===== config.mk =====
export PLATFORM = sky130hd
export DESIGN_NAME = dual_hue_cycle_hsv_to_rgb
export DESIGN_NICKNAME = d
export VERILOG_FILES = /design/src/hdl/dhc_pkg.sv /design/src/hdl/dhc_mul_lane.sv /design/src/hdl/dhc_hsv.sv /design/src/hdl/dhc_phase.sv /design/src/hdl/dual_hue_cycle_hsv_to_rgb.sv
export SDC_FILE = /design/constraint.sdc
export NUM_CORES = 2
export LEC_CHECK = 0
export BUFFER_PORTS_ARGS = -buffer_cell sky130_fd_sc_hd__clkbuf_2
export CORE_MARGIN = 10
export CORE_UTILIZATION = 30
export DETAILED_ROUTE_END_ITERATION = 16
export MAX_ROUTING_LAYER = met4
export SKIP_LAST_GASP = 1
export SYNTH_ARGS = -nofsm -noshare
export SYNTH_HDL_FRONTEND = slang
export SYNTH_SLANG_ARGS = --single-unit

===== constraint.sdc =====
create_clock -name clk_i -period 4.15 [get_ports clk_i]
set_input_delay 0.2075 -clock clk_i [delete_from_list [all_inputs] [get_ports clk_i]]
set_output_delay 0.2075 -clock clk_i [all_outputs]
set_load 0.02 [all_outputs]

===== src/hdl/dhc_pkg.sv =====
// Shared widths, constants and lane control type for the dual hue cycler.
`timescale 1ns / 1ps

package dhc_pkg;

  localparam int ELA_BITS = 24;  // elapsed time, Q8.16
  localparam int SPD_BITS = 16;  // cycle speed, Q8.8
  localparam int OFS_BITS = 16;  // hue offset, fraction of a turn
  localparam int SV_BITS  = 17;  // saturation and value, Q1.16
  localparam int CH_BITS  = 8;   // one color channel
  localparam int VS_BITS  = 25;  // value times 255

  localparam logic [SV_BITS-1:0] ONE_Q16 = 17'h10000;

  typedef struct packed {
    logic load;  // take a new term, clear the accumulator
    logic step;  // one shift-add step
    logic mbit;  // multiplier bit for this step
  } lane_ctrl_t;

endpackage


===== src/hdl/dhc_mul_lane.sv =====
// Bit-serial shift-add multiplier lane, LSB first, keeps the high product bits.
`timescale 1ns / 1ps

module dhc_mul_lane #(
  parameter int TERM_BITS = 33,
  parameter int CH_LSB    = 23
) (
  input  logic                     clk_i,
  input  logic                     rst_ni,
  input  dhc_pkg::lane_ctrl_t      ctrl_i,
  input  logic [TERM_BITS-1:0]     term_i,
  output logic [dhc_pkg::CH_BITS-1:0] chan_o
);

  logic [TERM_BITS-1:0] term_q;
  logic [TERM_BITS-1:0] acc_q;
  logic [TERM_BITS-1:0] acc_d;
  logic [TERM_BITS:0]   sum;

  // add the term when the multiplier bit is set, then drop the low bit
  assign sum   = {1'b0, acc_q} + (ctrl_i.mbit ? {1'b0, term_q} : {(TERM_BITS + 1){1'b0}});
  assign acc_d = sum[TERM_BITS:1];

  always_ff @(posedge clk_i or negedge rst_ni) begin
    if (!rst_ni) begin
      acc_q <= '0;
    end else if (ctrl_i.load) begin
      acc_q <= '0;
    end else if (ctrl_i.step) begin
      acc_q <= acc_d;
    end
  end

  always_ff @(posedge clk_i) begin
    if (ctrl_i.load) begin
      term_q <= term_i;
    end
  end

  assign chan_o = acc_q[CH_LSB +: dhc_pkg::CH_BITS];

endmodule


===== src/hdl/dhc_hsv.sv =====
// Six-sector HSV to RGB converter built on four bit-serial multiplier lanes.
`timescale 1ns / 1ps

module dhc_hsv #(
  parameter int HUE_BITS = 16
) (
  input  logic                        clk_i,
  input  logic                        rst_ni,
  input  logic                        start_i,
  input  logic [HUE_BITS-1:0]         hue_i,
  input  logic [dhc_pkg::SV_BITS-1:0] sat_i,
  input  logic [dhc_pkg::SV_BITS-1:0] val_i,
  output logic                        done_o,
  output logic [dhc_pkg::CH_BITS-1:0] red_o,
  output logic [dhc_pkg::CH_BITS-1:0] green_o,
  output logic [dhc_pkg::CH_BITS-1:0] blue_o
);

  localparam int TERM_BITS = HUE_BITS + dhc_pkg::SV_BITS;
  localparam int H6_BITS   = HUE_BITS + 3;
  localparam int CH_LSB    = HUE_BITS + 32 - dhc_pkg::VS_BITS;
  localparam int CNT_BITS  = $clog2(dhc_pkg::VS_BITS + 1);
  localparam logic [CNT_BITS-1:0] FS_COUNT  = CNT_BITS'(dhc_pkg::SV_BITS);
  localparam logic [CNT_BITS-1:0] MUL_COUNT = CNT_BITS'(dhc_pkg::VS_BITS);

  localparam logic [1:0] H_IDLE = 2'd0;
  localparam logic [1:0] H_FS   = 2'd1;
  localparam logic [1:0] H_LOAD = 2'd2;
  localparam logic [1:0] H_MUL  = 2'd3;

  localparam logic [2:0] SEC_R2Y = 3'd0;
  localparam logic [2:0] SEC_Y2G = 3'd1;
  localparam logic [2:0] SEC_G2C = 3'd2;
  localparam logic [2:0] SEC_C2B = 3'd3;
  localparam logic [2:0] SEC_B2M = 3'd4;

  logic [1:0]                  st_q;
  logic [CNT_BITS-1:0]         cnt_q;
  logic                        done_q;
  logic [2:0]                  sector_q;
  logic [HUE_BITS-1:0]         f_q;
  logic [dhc_pkg::SV_BITS-1:0] s_q;
  logic [dhc_pkg::SV_BITS-1:0] sh_q;
  logic [TERM_BITS-1:0]        fs_q;
  logic [dhc_pkg::VS_BITS-1:0] vs_q;

  logic [H6_BITS-1:0]          h6;
  logic [dhc_pkg::SV_BITS-1:0] sat_lim;
  logic [dhc_pkg::SV_BITS-1:0] val_lim;
  logic [TERM_BITS-1:0]        term_v;
  logic [TERM_BITS-1:0]        term_p;
  logic [TERM_BITS-1:0]        term_q_s;
  logic [TERM_BITS-1:0]        term_t;
  logic [dhc_pkg::CH_BITS-1:0] ch_v;
  logic [dhc_pkg::CH_BITS-1:0] ch_p;
  logic [dhc_pkg::CH_BITS-1:0] ch_q;
  logic [dhc_pkg::CH_BITS-1:0] ch_t;
  dhc_pkg::lane_ctrl_t         ctrl;

  assign h6      = (H6_BITS'(hue_i) << 2) + (H6_BITS'(hue_i) << 1);
  assign sat_lim = (sat_i > dhc_pkg::ONE_Q16) ? dhc_pkg::ONE_Q16 : sat_i;
  assign val_lim = (val_i > dhc_pkg::ONE_Q16) ? dhc_pkg::ONE_Q16 : val_i;

  // sequencer: f*s, load terms, then value*255 times each term
  always_ff @(posedge clk_i or negedge rst_ni) begin
    if (!rst_ni) begin
      st_q   <= H_IDLE;
      cnt_q  <= '0;
      done_q <= 1'b0;
    end else begin
      done_q <= (st_q == H_MUL) && (cnt_q == CNT_BITS'(1));
      unique case (st_q)
        H_IDLE: begin
          if (start_i) begin
            st_q  <= H_FS;
            cnt_q <= FS_COUNT;
          end
        end
        H_FS: begin
          cnt_q <= cnt_q - CNT_BITS'(1);
          if (cnt_q == CNT_BITS'(1)) begin
            st_q <= H_LOAD;
          end
        end
        H_LOAD: begin
          st_q  <= H_MUL;
          cnt_q <= MUL_COUNT;
        end
        H_MUL: begin
          cnt_q <= cnt_q - CNT_BITS'(1);
          if (cnt_q == CNT_BITS'(1)) begin
            st_q <= H_IDLE;
          end
        end
        default: begin
          st_q <= H_IDLE;
        end
      endcase
    end
  end

  always_ff @(posedge clk_i) begin
    if (st_q == H_IDLE && start_i) begin
      sector_q <= h6[HUE_BITS +: 3];
      f_q      <= h6[HUE_BITS-1:0];
      s_q      <= sat_lim;
      sh_q     <= sat_lim;
      fs_q     <= '0;
      vs_q     <= (dhc_pkg::VS_BITS'(val_lim) << dhc_pkg::CH_BITS)
                  - dhc_pkg::VS_BITS'(val_lim);
    end else if (st_q == H_FS) begin
      // MSB-first shift-add of f times s
      fs_q <= (fs_q << 1)
              + (sh_q[dhc_pkg::SV_BITS-1] ? TERM_BITS'(f_q) : TERM_BITS'(0));
      sh_q <= sh_q << 1;
    end else if (st_q == H_MUL) begin
      vs_q <= vs_q >> 1;
    end
  end

  // (1 - (1 - f) * s) equals (1 - s) + f * s in this scaling
  assign term_v   = TERM_BITS'(1) << (HUE_BITS + 16);
  assign term_p   = TERM_BITS'(dhc_pkg::ONE_Q16 - s_q) << HUE_BITS;
  assign term_q_s = term_v - fs_q;
  assign term_t   = term_p + fs_q;

  assign ctrl.load = (st_q == H_LOAD);
  assign ctrl.step = (st_q == H_MUL);
  assign ctrl.mbit = vs_q[0];

  dhc_mul_lane #(.TERM_BITS(TERM_BITS), .CH_LSB(CH_LSB)) u_lane_v (
    .clk_i(clk_i), .rst_ni(rst_ni), .ctrl_i(ctrl), .term_i(term_v), .chan_o(ch_v)
  );
  dhc_mul_lane #(.TERM_BITS(TERM_BITS), .CH_LSB(CH_LSB)) u_lane_p (
    .clk_i(clk_i), .rst_ni(rst_ni), .ctrl_i(ctrl), .term_i(term_p), .chan_o(ch_p)
  );
  dhc_mul_lane #(.TERM_BITS(TERM_BITS), .CH_LSB(CH_LSB)) u_lane_q (
    .clk_i(clk_i), .rst_ni(rst_ni), .ctrl_i(ctrl), .term_i(term_q_s), .chan_o(ch_q)
  );
  dhc_mul_lane #(.TERM_BITS(TERM_BITS), .CH_LSB(CH_LSB)) u_lane_t (
    .clk_i(clk_i), .rst_ni(rst_ni), .ctrl_i(ctrl), .term_i(term_t), .chan_o(ch_t)
  );

  always_comb begin
    case (sector_q)
      SEC_R2Y: begin red_o = ch_v; green_o = ch_t; blue_o = ch_p; end
      SEC_Y2G: begin red_o = ch_q; green_o = ch_v; blue_o = ch_p; end
      SEC_G2C: begin red_o = ch_p; green_o = ch_v; blue_o = ch_t; end
      SEC_C2B: begin red_o = ch_p; green_o = ch_q; blue_o = ch_v; end
      SEC_B2M: begin red_o = ch_t; green_o = ch_p; blue_o = ch_v; end
      default: begin red_o = ch_v; green_o = ch_p; blue_o = ch_q; end
    endcase
  end

  assign done_o = done_q;

endmodule


===== src/hdl/dhc_phase.sv =====
// Hue phase accumulator with a bit-serial elapsed times speed multiplier.
`timescale 1ns / 1ps

module dhc_phase #(
  parameter int HUE_BITS = 16
) (
  input  logic                         clk_i,
  input  logic                         rst_ni,
  input  logic                         start_i,
  input  logic [dhc_pkg::ELA_BITS-1:0] elapsed_i,
  input  logic [dhc_pkg::SPD_BITS-1:0] speed_i,
  output logic                         done_o,
  output logic [HUE_BITS-1:0]          hue_o
);

  localparam int PHASE_BITS = 32;
  localparam int ACC_BITS   = PHASE_BITS - 2;
  localparam int CNT_BITS   = $clog2(dhc_pkg::SPD_BITS + 1);
  localparam logic [CNT_BITS-1:0] CNT_LOAD = CNT_BITS'(dhc_pkg::SPD_BITS);

  logic                         busy_q;
  logic                         commit_q;
  logic                         done_q;
  logic [CNT_BITS-1:0]          cnt_q;
  logic [dhc_pkg::SPD_BITS-1:0] spd_q;
  logic [dhc_pkg::ELA_BITS-1:0] ela_q;
  logic [ACC_BITS-1:0]          acc_q;
  logic [PHASE_BITS-1:0]        phase_q;

  always_ff @(posedge clk_i or negedge rst_ni) begin
    if (!rst_ni) begin
      busy_q   <= 1'b0;
      commit_q <= 1'b0;
      done_q   <= 1'b0;
      cnt_q    <= '0;
      phase_q  <= '0;
    end else begin
      commit_q <= busy_q && (cnt_q == CNT_BITS'(1));
      done_q   <= commit_q;
      if (start_i) begin
        busy_q <= 1'b1;
        cnt_q  <= CNT_LOAD;
      end else if (busy_q) begin
        cnt_q <= cnt_q - CNT_BITS'(1);
        if (cnt_q == CNT_BITS'(1)) begin
          busy_q <= 1'b0;
        end
      end
      // product times four, wrapping modulo one turn
      if (commit_q) begin
        phase_q <= phase_q + {acc_q, 2'b00};
      end
    end
  end

  // MSB first over the speed bits; only the low product bits survive the wrap
  always_ff @(posedge clk_i) begin
    if (start_i) begin
      ela_q <= elapsed_i;
      spd_q <= speed_i;
      acc_q <= '0;
    end else if (busy_q) begin
      acc_q <= (acc_q << 1)
               + (spd_q[dhc_pkg::SPD_BITS-1] ? ACC_BITS'(ela_q) : ACC_BITS'(0));
      spd_q <= spd_q << 1;
    end
  end

  assign done_o = done_q;
  assign hue_o  = phase_q[PHASE_BITS-1 -: HUE_BITS];

endmodule


===== src/hdl/dual_hue_cycle_hsv_to_rgb.sv =====
// Top level of the dual hue cycler: register file, sequencing and result register.
// An accepted tick passes the serial speed multiply (16 steps), the serial f*s multiply
// (17 steps) and the 25-step value multiply in each lane before its result reaches the
// output register; no new tick is taken until the converters have finished the last one.
// A ticked request is taken while the previous result still waits on the output.
// Reset (rst_ni low, asynchronous): hue phase zero, registers to their defaults.
`timescale 1ns / 1ps

module dual_hue_cycle_hsv_to_rgb #(
  parameter int HUE_BITS = 16
) (
  input  logic                         clk_i,
  input  logic                         rst_ni,
  // tick requests
  input  logic                         in_valid_i,
  output logic                         in_ready_o,
  input  logic [dhc_pkg::ELA_BITS-1:0] elapsed_i,
  input  logic                         second_player_i,
  // color results
  output logic                         out_valid_o,
  input  logic                         out_ready_i,
  output logic [dhc_pkg::CH_BITS-1:0]  red_first_o,
  output logic [dhc_pkg::CH_BITS-1:0]  green_first_o,
  output logic [dhc_pkg::CH_BITS-1:0]  blue_first_o,
  output logic [dhc_pkg::CH_BITS-1:0]  red_second_o,
  output logic [dhc_pkg::CH_BITS-1:0]  green_second_o,
  output logic [dhc_pkg::CH_BITS-1:0]  blue_second_o,
  // configuration port
  input  logic                         psel,
  input  logic                         penable,
  input  logic                         pwrite,
  input  logic [4:0]                   paddr,
  input  logic [31:0]                  pwdata,
  output logic [31:0]                  prdata,
  output logic                         pready
);

  // register map, one word per register
  localparam logic [2:0] REG_SPEED  = 3'd0;
  localparam logic [2:0] REG_OFFSET = 3'd1;
  localparam logic [2:0] REG_SAT1   = 3'd2;
  localparam logic [2:0] REG_VAL1   = 3'd3;
  localparam logic [2:0] REG_SAT2   = 3'd4;
  localparam logic [2:0] REG_VAL2   = 3'd5;
  localparam logic [2:0] REG_SKIP   = 3'd6;

  localparam logic [dhc_pkg::SPD_BITS-1:0] SPEED_RESET = 16'd256;

  // sequencer states
  localparam logic [1:0] S_IDLE  = 2'd0;
  localparam logic [1:0] S_PHASE = 2'd1;
  localparam logic [1:0] S_HSV   = 2'd2;
  localparam logic [1:0] S_DONE  = 2'd3;

  logic [dhc_pkg::SPD_BITS-1:0] speed_q;
  logic [dhc_pkg::OFS_BITS-1:0] offset_q;
  logic [dhc_pkg::SV_BITS-1:0]  sat1_q;
  logic [dhc_pkg::SV_BITS-1:0]  val1_q;
  logic [dhc_pkg::SV_BITS-1:0]  sat2_q;
  logic [dhc_pkg::SV_BITS-1:0]  val2_q;
  logic                         skip_q;

  logic [1:0] state_q;
  logic [1:0] state_d;
  logic       out_valid_q;
  logic       out_valid_d;

  logic [dhc_pkg::CH_BITS-1:0] r1_q, g1_q, b1_q, r2_q, g2_q, b2_q;
  logic [dhc_pkg::CH_BITS-1:0] r1, g1, b1, r2, g2, b2;

  logic                        cfg_wr;
  logic [2:0]                  cfg_idx;
  logic                        accept;
  logic                        skip_hit;
  logic                        phase_start;
  logic                        phase_done;
  logic [HUE_BITS-1:0]         hue1;
  logic [HUE_BITS-1:0]         hue2;
  logic [HUE_BITS-1:0]         hue_ofs;
  logic [dhc_pkg::OFS_BITS+7:0] ofs_wide;
  logic                        done1;
  logic                        done2;
  logic                        slot_free;
  logic                        deliver;

  // ---------------------------------------------------------------------------
  // Configuration registers. Writes land on the access phase; no wait states.
  // ---------------------------------------------------------------------------
  assign pready  = 1'b1;
  assign cfg_wr  = psel && penable && pwrite;
  assign cfg_idx = paddr[4:2];

  always_ff @(posedge clk_i or negedge rst_ni) begin
    if (!rst_ni) begin
      speed_q  <= SPEED_RESET;
      offset_q <= '0;
      sat1_q   <= dhc_pkg::ONE_Q16;
      val1_q   <= dhc_pkg::ONE_Q16;
      sat2_q   <= dhc_pkg::ONE_Q16;
      val2_q   <= dhc_pkg::ONE_Q16;
      skip_q   <= 1'b0;
    end else if (cfg_wr) begin
      unique case (cfg_idx)
        REG_SPEED:  speed_q  <= pwdata[dhc_pkg::SPD_BITS-1:0];
        REG_OFFSET: offset_q <= pwdata[dhc_pkg::OFS_BITS-1:0];
        REG_SAT1:   sat1_q   <= pwdata[dhc_pkg::SV_BITS-1:0];
        REG_VAL1:   val1_q   <= pwdata[dhc_pkg::SV_BITS-1:0];
        REG_SAT2:   sat2_q   <= pwdata[dhc_pkg::SV_BITS-1:0];
        REG_VAL2:   val2_q   <= pwdata[dhc_pkg::SV_BITS-1:0];
        REG_SKIP:   skip_q   <= pwdata[0];
        default: begin
          // unmapped word: drop the write
        end
      endcase
    end
  end

  always_comb begin
    unique case (cfg_idx)
      REG_SPEED:  prdata = 32'(speed_q);
      REG_OFFSET: prdata = 32'(offset_q);
      REG_SAT1:   prdata = 32'(sat1_q);
      REG_VAL1:   prdata = 32'(val1_q);
      REG_SAT2:   prdata = 32'(sat2_q);
      REG_VAL2:   prdata = 32'(val2_q);
      REG_SKIP:   prdata = 32'(skip_q);
      default:    prdata = 32'd0;
    endcase
  end

  // ---------------------------------------------------------------------------
  // Tick intake. A second-player tick with skip enabled is accepted and dropped:
  // no result, phase untouched.
  // ---------------------------------------------------------------------------
  assign in_ready_o  = (state_q == S_IDLE);
  assign accept      = in_valid_i && in_ready_o;
  assign skip_hit    = skip_q && second_player_i;
  assign phase_start = accept && !skip_hit;

  dhc_phase #(.HUE_BITS(HUE_BITS)) u_phase (
    .clk_i     (clk_i),
    .rst_ni    (rst_ni),
    .start_i   (phase_start),
    .elapsed_i (elapsed_i),
    .speed_i   (speed_q),
    .done_o    (phase_done),
    .hue_o     (hue1)
  );

  // Align the 16-bit offset to the hue width: low bits drop for narrow hues,
  // zeros fill in for wide ones. The hue sum wraps modulo one turn.
  assign ofs_wide = {offset_q, 8'h00};
  assign hue_ofs  = ofs_wide[dhc_pkg::OFS_BITS+7 -: HUE_BITS];
  assign hue2     = hue1 + hue_ofs;

  // Both colors run side by side on identical converters.
  dhc_hsv #(.HUE_BITS(HUE_BITS)) u_hsv_first (
    .clk_i   (clk_i),
    .rst_ni  (rst_ni),
    .start_i (phase_done),
    .hue_i   (hue1),
    .sat_i   (sat1_q),
    .val_i   (val1_q),
    .done_o  (done1),
    .red_o   (r1),
    .green_o (g1),
    .blue_o  (b1)
  );

  dhc_hsv #(.HUE_BITS(HUE_BITS)) u_hsv_second (
    .clk_i   (clk_i),
    .rst_ni  (rst_ni),
    .start_i (phase_done),
    .hue_i   (hue2),
    .sat_i   (sat2_q),
    .val_i   (val2_q),
    .done_o  (done2),
    .red_o   (r2),
    .green_o (g2),
    .blue_o  (b2)
  );

  // ---------------------------------------------------------------------------
  // Sequencing and output register. A finished result moves into the output
  // register as soon as it is empty or being drained; otherwise hold in S_DONE.
  // The converters keep their channels stable until their next start.
  // ---------------------------------------------------------------------------
  assign slot_free = !out_valid_q || out_ready_i;
  assign deliver   = ((state_q == S_HSV && done1) || state_q == S_DONE) && slot_free;

  always_comb begin
    state_d = state_q;
    unique case (state_q)
      S_IDLE: begin
        if (phase_start) begin
          state_d = S_PHASE;
        end
      end
      S_PHASE: begin
        if (phase_done) begin
          state_d = S_HSV;
        end
      end
      S_HSV: begin
        if (done1) begin
          state_d = slot_free ? S_IDLE : S_DONE;
        end
      end
      S_DONE: begin
        if (slot_free) begin
          state_d = S_IDLE;
        end
      end
      default: begin
        state_d = S_IDLE;
      end
    endcase
  end

  always_comb begin
    out_valid_d = out_valid_q;
    if (deliver) begin
      out_valid_d = 1'b1;
    end else if (out_ready_i) begin
      out_valid_d = 1'b0;
    end
  end

  always_ff @(posedge clk_i or negedge rst_ni) begin
    if (!rst_ni) begin
      state_q     <= S_IDLE;
      out_valid_q <= 1'b0;
    end else begin
      state_q     <= state_d;
      out_valid_q <= out_valid_d;
    end
  end

  always_ff @(posedge clk_i) begin
    if (deliver) begin
      r1_q <= r1;
      g1_q <= g1;
      b1_q <= b1;
      r2_q <= r2;
      g2_q <= g2;
      b2_q <= b2;
    end
  end

  assign out_valid_o    = out_valid_q;
  assign red_first_o    = r1_q;
  assign green_first_o  = g1_q;
  assign blue_first_o   = b1_q;
  assign red_second_o   = r2_q;
  assign green_second_o = g2_q;
  assign blue_second_o  = b2_q;

  // ---------------------------------------------------------------------------
  // Assertions
  // ---------------------------------------------------------------------------
  a_lanes_in_step: assert property (@(posedge clk_i) disable iff (!rst_ni)
    done1 == done2)
    else $error("color converters finished in different cycles");

  a_skip_stays_idle: assert property (@(posedge clk_i) disable iff (!rst_ni)
    (accept && skip_hit) |=> (state_q == S_IDLE))
    else $error("skipped tick started work");

  a_tick_starts_phase: assert property (@(posedge clk_i) disable iff (!rst_ni)
    phase_start |=> (state_q == S_PHASE))
    else $error("accepted tick did not start the phase update");

  a_result_from_work: assert property (@(posedge clk_i) disable iff (!rst_ni)
    $rose(out_valid_q) |-> $past(state_q == S_HSV || state_q == S_DONE))
    else $error("result appeared without a finished conversion");

endmodule

; ---- After elaboration in Yosys (flattened, before gate mapping)
; Index checks and enable logic that the tools add are counted.
[classes]
n_reduce_logical = 51
magnitude_cmp = 4
mux = 73
addsub = 26
eq_ne = 38
[op_table]
columns = operator, n
row1 = 2-to-1 mux 33 bit, 24
row2 = adder 33 x 34 -> 34 bit, 8
row3 = 2-to-1 mux 25 bit, 6
row4 = case mux 8 bit (3 select lines), 6
row5 = 2-to-1 mux 17 bit, 8
row6 = adder 33 bit, 4
row7 = case mux 17 bit (7 select lines), 1
row8 = greater-than comparator 17 bit (second input constant), 4
row9 = subtractor 33 bit (first input constant), 2
row10 = 2-to-1 mux 16 bit, 4
row11 = subtractor 25 x 17 -> 25 bit, 2
row12 = adder 18 x 17 -> 19 bit, 2
row13 = subtractor 17 bit (first input constant), 2
row14 = adder 32 bit, 1
row15 = adder 30 bit, 1
row16 = case mux 5 bit (3 select lines), 2
row17 = 2-to-1 mux 24 bit, 1
row18 = case mux 2 bit (4 select lines), 3
row19 = 2-to-1 mux 2 bit, 10
row20 = OR reduction 2 bit, 10
row21 = equality test 3 x 2 -> 1 bit (second input constant), 6
row22 = AND reduction 2 bit, 9
row23 = adder 16 bit, 1
row24 = nonzero test 2 bit, 8
row25 = 17 further kinds, 67
[word_totals]
ff_bits = 929
out_inout_bits = 83
inputBits = 69
word_cells = 246

; ---- Longest topological paths before layout
[logic_depth]
word_depth = 5
mapped_depth = 18
mapped_depth_nobuf = 18

; ---- Hierarchy
; A second synthesis with hierarchy kept.
[unflattened]
cells_unflattened = 6981
hier_area_um2 = 68371.8
[modules_own_cells]
columns = module, n_inst, seq_area_each_um2, area_each_um2, cells_each
row1 = dhc_mul_lane at u_hsv_first.u_lane_p ..., 6, 1816.7, 4376.7, 450
row2 = dhc_hsv at u_hsv_second, 1, 3153.0, 9795.6, 1113
row3 = dhc_hsv at u_hsv_first, 1, 3153.0, 9593.0, 1087
row4 = dhc_mul_lane at u_hsv_second.u_lane_t ..., 2, 1816.7, 4285.4, 439
row5 = dual_hue_cycle_hsv_to_rgb, 1, 4050.1, 7081.8, 491
row6 = dhc_phase, 1, 2752.6, 7070.5, 712

; ---- Least setup slack after synthesis
; OpenSTA, ideal clock, no wires.
[synth_path]
path_type = flip-flop to flip-flop
from = reg u_phase.phase_q[16]
to = reg u_hsv_second.sector_q[1], data pin
synth_period_minus_slack_ps = 3816
stages_incl_launch_ff = 19
path_buffers = 0
arrival_time_ps = 3524
setup_slack_ps = 334
cell_sequence = dfrtp_1 -> ha_1 -> inv_1 -> fa_1 -> nor2b_1 -> o21a_1 -> nor2_1 -> xnor2_1 -> ha_1 -> nand2_1 -> o21ai_0 -> o31ai_1 -> a21o_1 -> a21oi_1 -> o21a_1 -> o41a_1 -> o31a_1 -> nor4_1 -> a311oi_1
[synth_via]
elab_chain_len = 2
[synth_rtl]
columns = item, line
row1 = from (decl), dhc_phase.sv:28  ; logic [PHASE_BITS-1:0] phase_q;
row2 = from (signal assigned), dhc_phase.sv:51  ; phase_q <= phase_q + {acc_q, 2'b00};
row3 = adder 16 bit, dual_hue_cycle_hsv_to_rgb.sv:154  ; assign hue2 = hue1 + hue_ofs;
row4 = adder 18 x 17 -> 19 bit, dhc_hsv.sv:60  ; assign h6 = (H6_BITS'(hue_i) << 2) + (H6_BITS'(hue_i) << 1);
row5 = named net u_hsv_second.h6[17], dhc_hsv.sv:47  ; logic [H6_BITS-1:0] h6;
row6 = to (signal assigned), dhc_hsv.sv:104  ; sector_q <= h6[HUE_BITS +: 3];
row7 = to (decl), dhc_hsv.sv:40  ; logic [2:0] sector_q;
; The timed path passes the listed nets, and every way through them passes these cells.
; A chain may end at the register's enable or synchronous reset.

; ---- Worst setup path after layout
[layout_path]
from = reg offset_q, in the netlist hue_ofs[0]
to = reg u_hsv_second.sector_q[1], data pin
[layout_via]
elab_chain_len = 2
[layout_rtl]
columns = item, line
row1 = from (decl), dual_hue_cycle_hsv_to_rgb.sv:56  ; logic [dhc_pkg::OFS_BITS-1:0] offset_q;
row2 = from (signal assigned), dual_hue_cycle_hsv_to_rgb.sv:105  ; REG_OFFSET: offset_q <= pwdata[dhc_pkg::OFS_BITS-1:0];
row3 = adder 16 bit, dual_hue_cycle_hsv_to_rgb.sv:154
row4 = adder 18 x 17 -> 19 bit, dhc_hsv.sv:60
row5 = named net u_hsv_second.h6[17], dhc_hsv.sv:47
; The timed path passes the listed nets, and every way through them passes these cells.

==> run summary <==
Status: completed
Seq/Total Area, Yosys: 42.5%
Synth Cell Area: 52800 sq um
Final ANT Viol Nets: 0
Worst EP arrival: 4.46 ns
Clock tree buffer depth: 3
DR vias/cell: 5.08
Least-Margin Pin Slew: 1.18 ns
Worst vdd ir: 0.000481 V
Synth Warn #: 0
CTS tree: yes
Hpwl dp: 97400 microns
Syn_area_per_cell: 9.95 sq um
Final Cycle Share: 97.0%
Worst setup margin: 0.124 ns
Final Non-Filler Cells: 7839
Largest net degree at the start of global routing: 128
DR pass1 iterations: 9
H-tree Lvls: 3
Commonest cells after routing, fill and taps aside: 482 x nor2_1, 402 x edfxtp_1, 367 x nand2_1
Endpoints failing setup: 0
Worst setup path category: reg2reg
Max-capacitance violation count: 0
Placed insts: 7614
Area grow syn2layout: 13.7%
Post-CTS Setup Inserts: 0
Worst Path Max Fanout: 4
FP Rows: 153
Nets: 5866
Total die area: 193000 sq um
Wirelength per Cell: 17.1 microns
RSZ-0062 raised after global routing: true
Number of synthesized register bits: 835
Die Y-Extent: 440 microns
WP data required: 4.59 ns
Worst Hold Class: in2async
Tot Pwr: 45100 uW
Post-route cell area: 60100 sq um
# DRC: 0
# IOs: 152
Cells after synthesis: 5308
First-pass GRT wire length: 214000 microns
Clk sinks: 835
Global route overflow: 0
Horiz. Die Dim: 440 microns
Hold Vio Cnt, Final: 0
Synth cell types: 99
Vias in the first global route: 38900
Fin util: 34.4%
EDFF count, synth: 402
Slew Limit Fails: 0
Core area: 174000 sq um
Post-place setup slack: 0.0281 ns
Commonest non-fill, non-tap cell in the layout: nor2_1
Initial antenna violation count: 2
Port Buffer Count: 118
Skew-Pair Late Insertion Delay: 0.70 ns
Routability congestion estimate: 0.904
Total leakage power: 0.0251 uW
Iteration-0 DRC Markers: 3010
WL final: 134000 microns
Slew margin rel.: 20.9%
Startpoint Class: flop
CTS root buf: clkbuf_16
Global-route usage over all layers: 13.8%
Main synth FF type: edfxtp_1
Max Freq: 0.248 GHz
Initial Util: 30.3%
Final Critical Period: 4.03 ns
Layout fillers: 17400
Number of CTS-inserted buffers: 95
Layout cells sized above 1: 12.0%
Setup crit end kind: flop
Setup Skew: 0.0355 ns
Worst-path clk slew: 0.06 ns
PwrDens: 751 nW/um^2
Async set-reset flop share out of synthesis: 40.6%
Placed inst area: 56200 sq um
DR vias: 39900
sequential cells by signal (all words and copies together) (netlist names), 24 cells and up:
register                      cells
u_hsv_first.fs_q                 32
u_hsv_first.u_lane_q.acc_q       32
u_hsv_second.u_lane_q.term_q     31
u_hsv_second.u_lane_q.acc_q      32
u_phase.ela_q                    24
u_hsv_second.vs_q                25
u_hsv_second.fs_q                32
u_phase.acc_q                    30
u_hsv_second.u_lane_t.acc_q      32
u_hsv_second.u_lane_t.term_q     32
u_phase.phase_q                  30
u_hsv_first.vs_q                 25
u_hsv_first.u_lane_t.term_q      32
u_hsv_first.u_lane_t.acc_q       32
u_hsv_first.u_lane_q.term_q      31
repair_timing:
item | in CTS | in global routing
setup endpoints to repair | 1 | 6
hold endpoints to repair | 206 | 0
gates resized for setup | 1 | 12
cloned | 0 | 0
pin swaps | 0 | 2
hold buffers | 44 | 0
routing by layer:
layer | GRT usage [%] | vias up | part of all wire, %
li1 | - | 19600 | -
met4 | 3.76 | 0 | 2.4
met2 | 20.7 | 934 | 44
met5 | - | - | 0
met3 | 2.39 | 202 | 5.2
met1 | 19.2 | 19200 | 49
worst paths after layout:
check,start,cells after the start,to,slack (ns)
max,hue_ofs[0],18,u_hsv_second.sector_q[1],0.12
max in group asynchronous,rst_ni,3,u_hsv_second.u_lane_v.acc_q[29],2.83
min in group clk_i,penable,4,sat1_q[12],0.20
max reg2reg,hue_ofs[0],18,u_hsv_second.sector_q[1],0.12
min,rst_ni,2,u_phase.phase_q[11],0.17
min reg2reg,u_hsv_first.u_lane_t.acc_q[19],2,u_hsv_first.u_lane_t.acc_q[19],0.49
stage by stage:
stage / hold WS, ns / TNS (ns)
after CTS: 0.114 / 0
after detailed placement: 0.291 / 0
after global routing: 0.173 / -0.0651
final: 0.174 / 0
after global placement: 0.296 / 0
after floorplan: -0.0881 / 0
power by group:
part	internal (uW)	switching [uW]
combinational	9230	12300
clock	5290	3640
sequential	12200	2370
synth_stat cells, types with 44 or more instances:
library cell / instances / area share (%)
a21oi_1: 344 / 3.3
nor2b_1: 95 / 1.1
nand3_1: 93 / 0.88
a211oi_1: 97 / 1.4
edfxtp_1: 402 / 23
o21a_1: 53 / 0.75
nand2b_1: 58 / 0.69
xnor2_1: 264 / 4.4
and2_1: 243 / 2.9
nand2_1: 368 / 2.6
inv_1: 131 / 0.93
nor4_1: 45 / 0.53
nor2_1: 484 / 3.4
mux2i_1: 190 / 3.6
a31oi_1: 44 / 0.52
ha_1: 352 / 8.3
xor2_1: 128 / 2.1
clkbuf_1: 186 / 1.3
mux2_2: 208 / 4.4
a21o_1: 118 / 1.7
dfrtp_1: 334 / 16
and3_1: 53 / 0.63
dfxtp_1: 94 / 3.6
o22ai_1: 45 / 0.53
o21ai_0: 223 / 2.1
nor3_1: 109 / 1.0
final cells by class:
class | count | area, sq um | share of cell area, %
multi-input combinational | 4109 | 29100 | 48.4
sequential | 835 | 22400 | 37.4
tap | 2325 | 2910 | 4.84
clock buffer | 132 | 2750 | 4.58
timing repair buffer | 252 | 1800 | 3.00
clock inverter | 47 | 563 | 0.937
inverter | 137 | 514 | 0.856
antenna | 2 | 5.00 | 0.00833
critical path, cell delays in order, from the launching register on:
cell      delay (ns)
dfrtp_1         0.35
ha_1            0.19
inv_1           0.07
fa_2            0.38
nor2b_4         0.15
o21a_1          0.13
nor2_1          0.06
xnor2_2         0.14
ha_1            0.34
nand2_1         0.07
o21ai_0         0.12
o31ai_2         0.30
a21o_1          0.20
a21oi_1         0.06
o21a_1          0.19
o41a_1          0.41
o31a_1          0.31
nor4_2          0.17
a311oi_1        0.09
cells by family after synthesis:
| group | Yosys count | synth area share [%] |
|---|---|---|
| buffers and inverters | 378 | 2.82 |
| adder cells (fa/ha/maj) | 367 | 8.91 |
| other | 2 | 0.0142 |
| multiplexers | 402 | 8.21 |
| AO/OA/AOI/OAI | 1216 | 14.9 |
| flip-flops | 835 | 42.5 |
| XOR/XNOR | 392 | 6.50 |
| AND/OR/NAND/NOR | 1716 | 16.2 |
(Power assumes the default switching activity.)
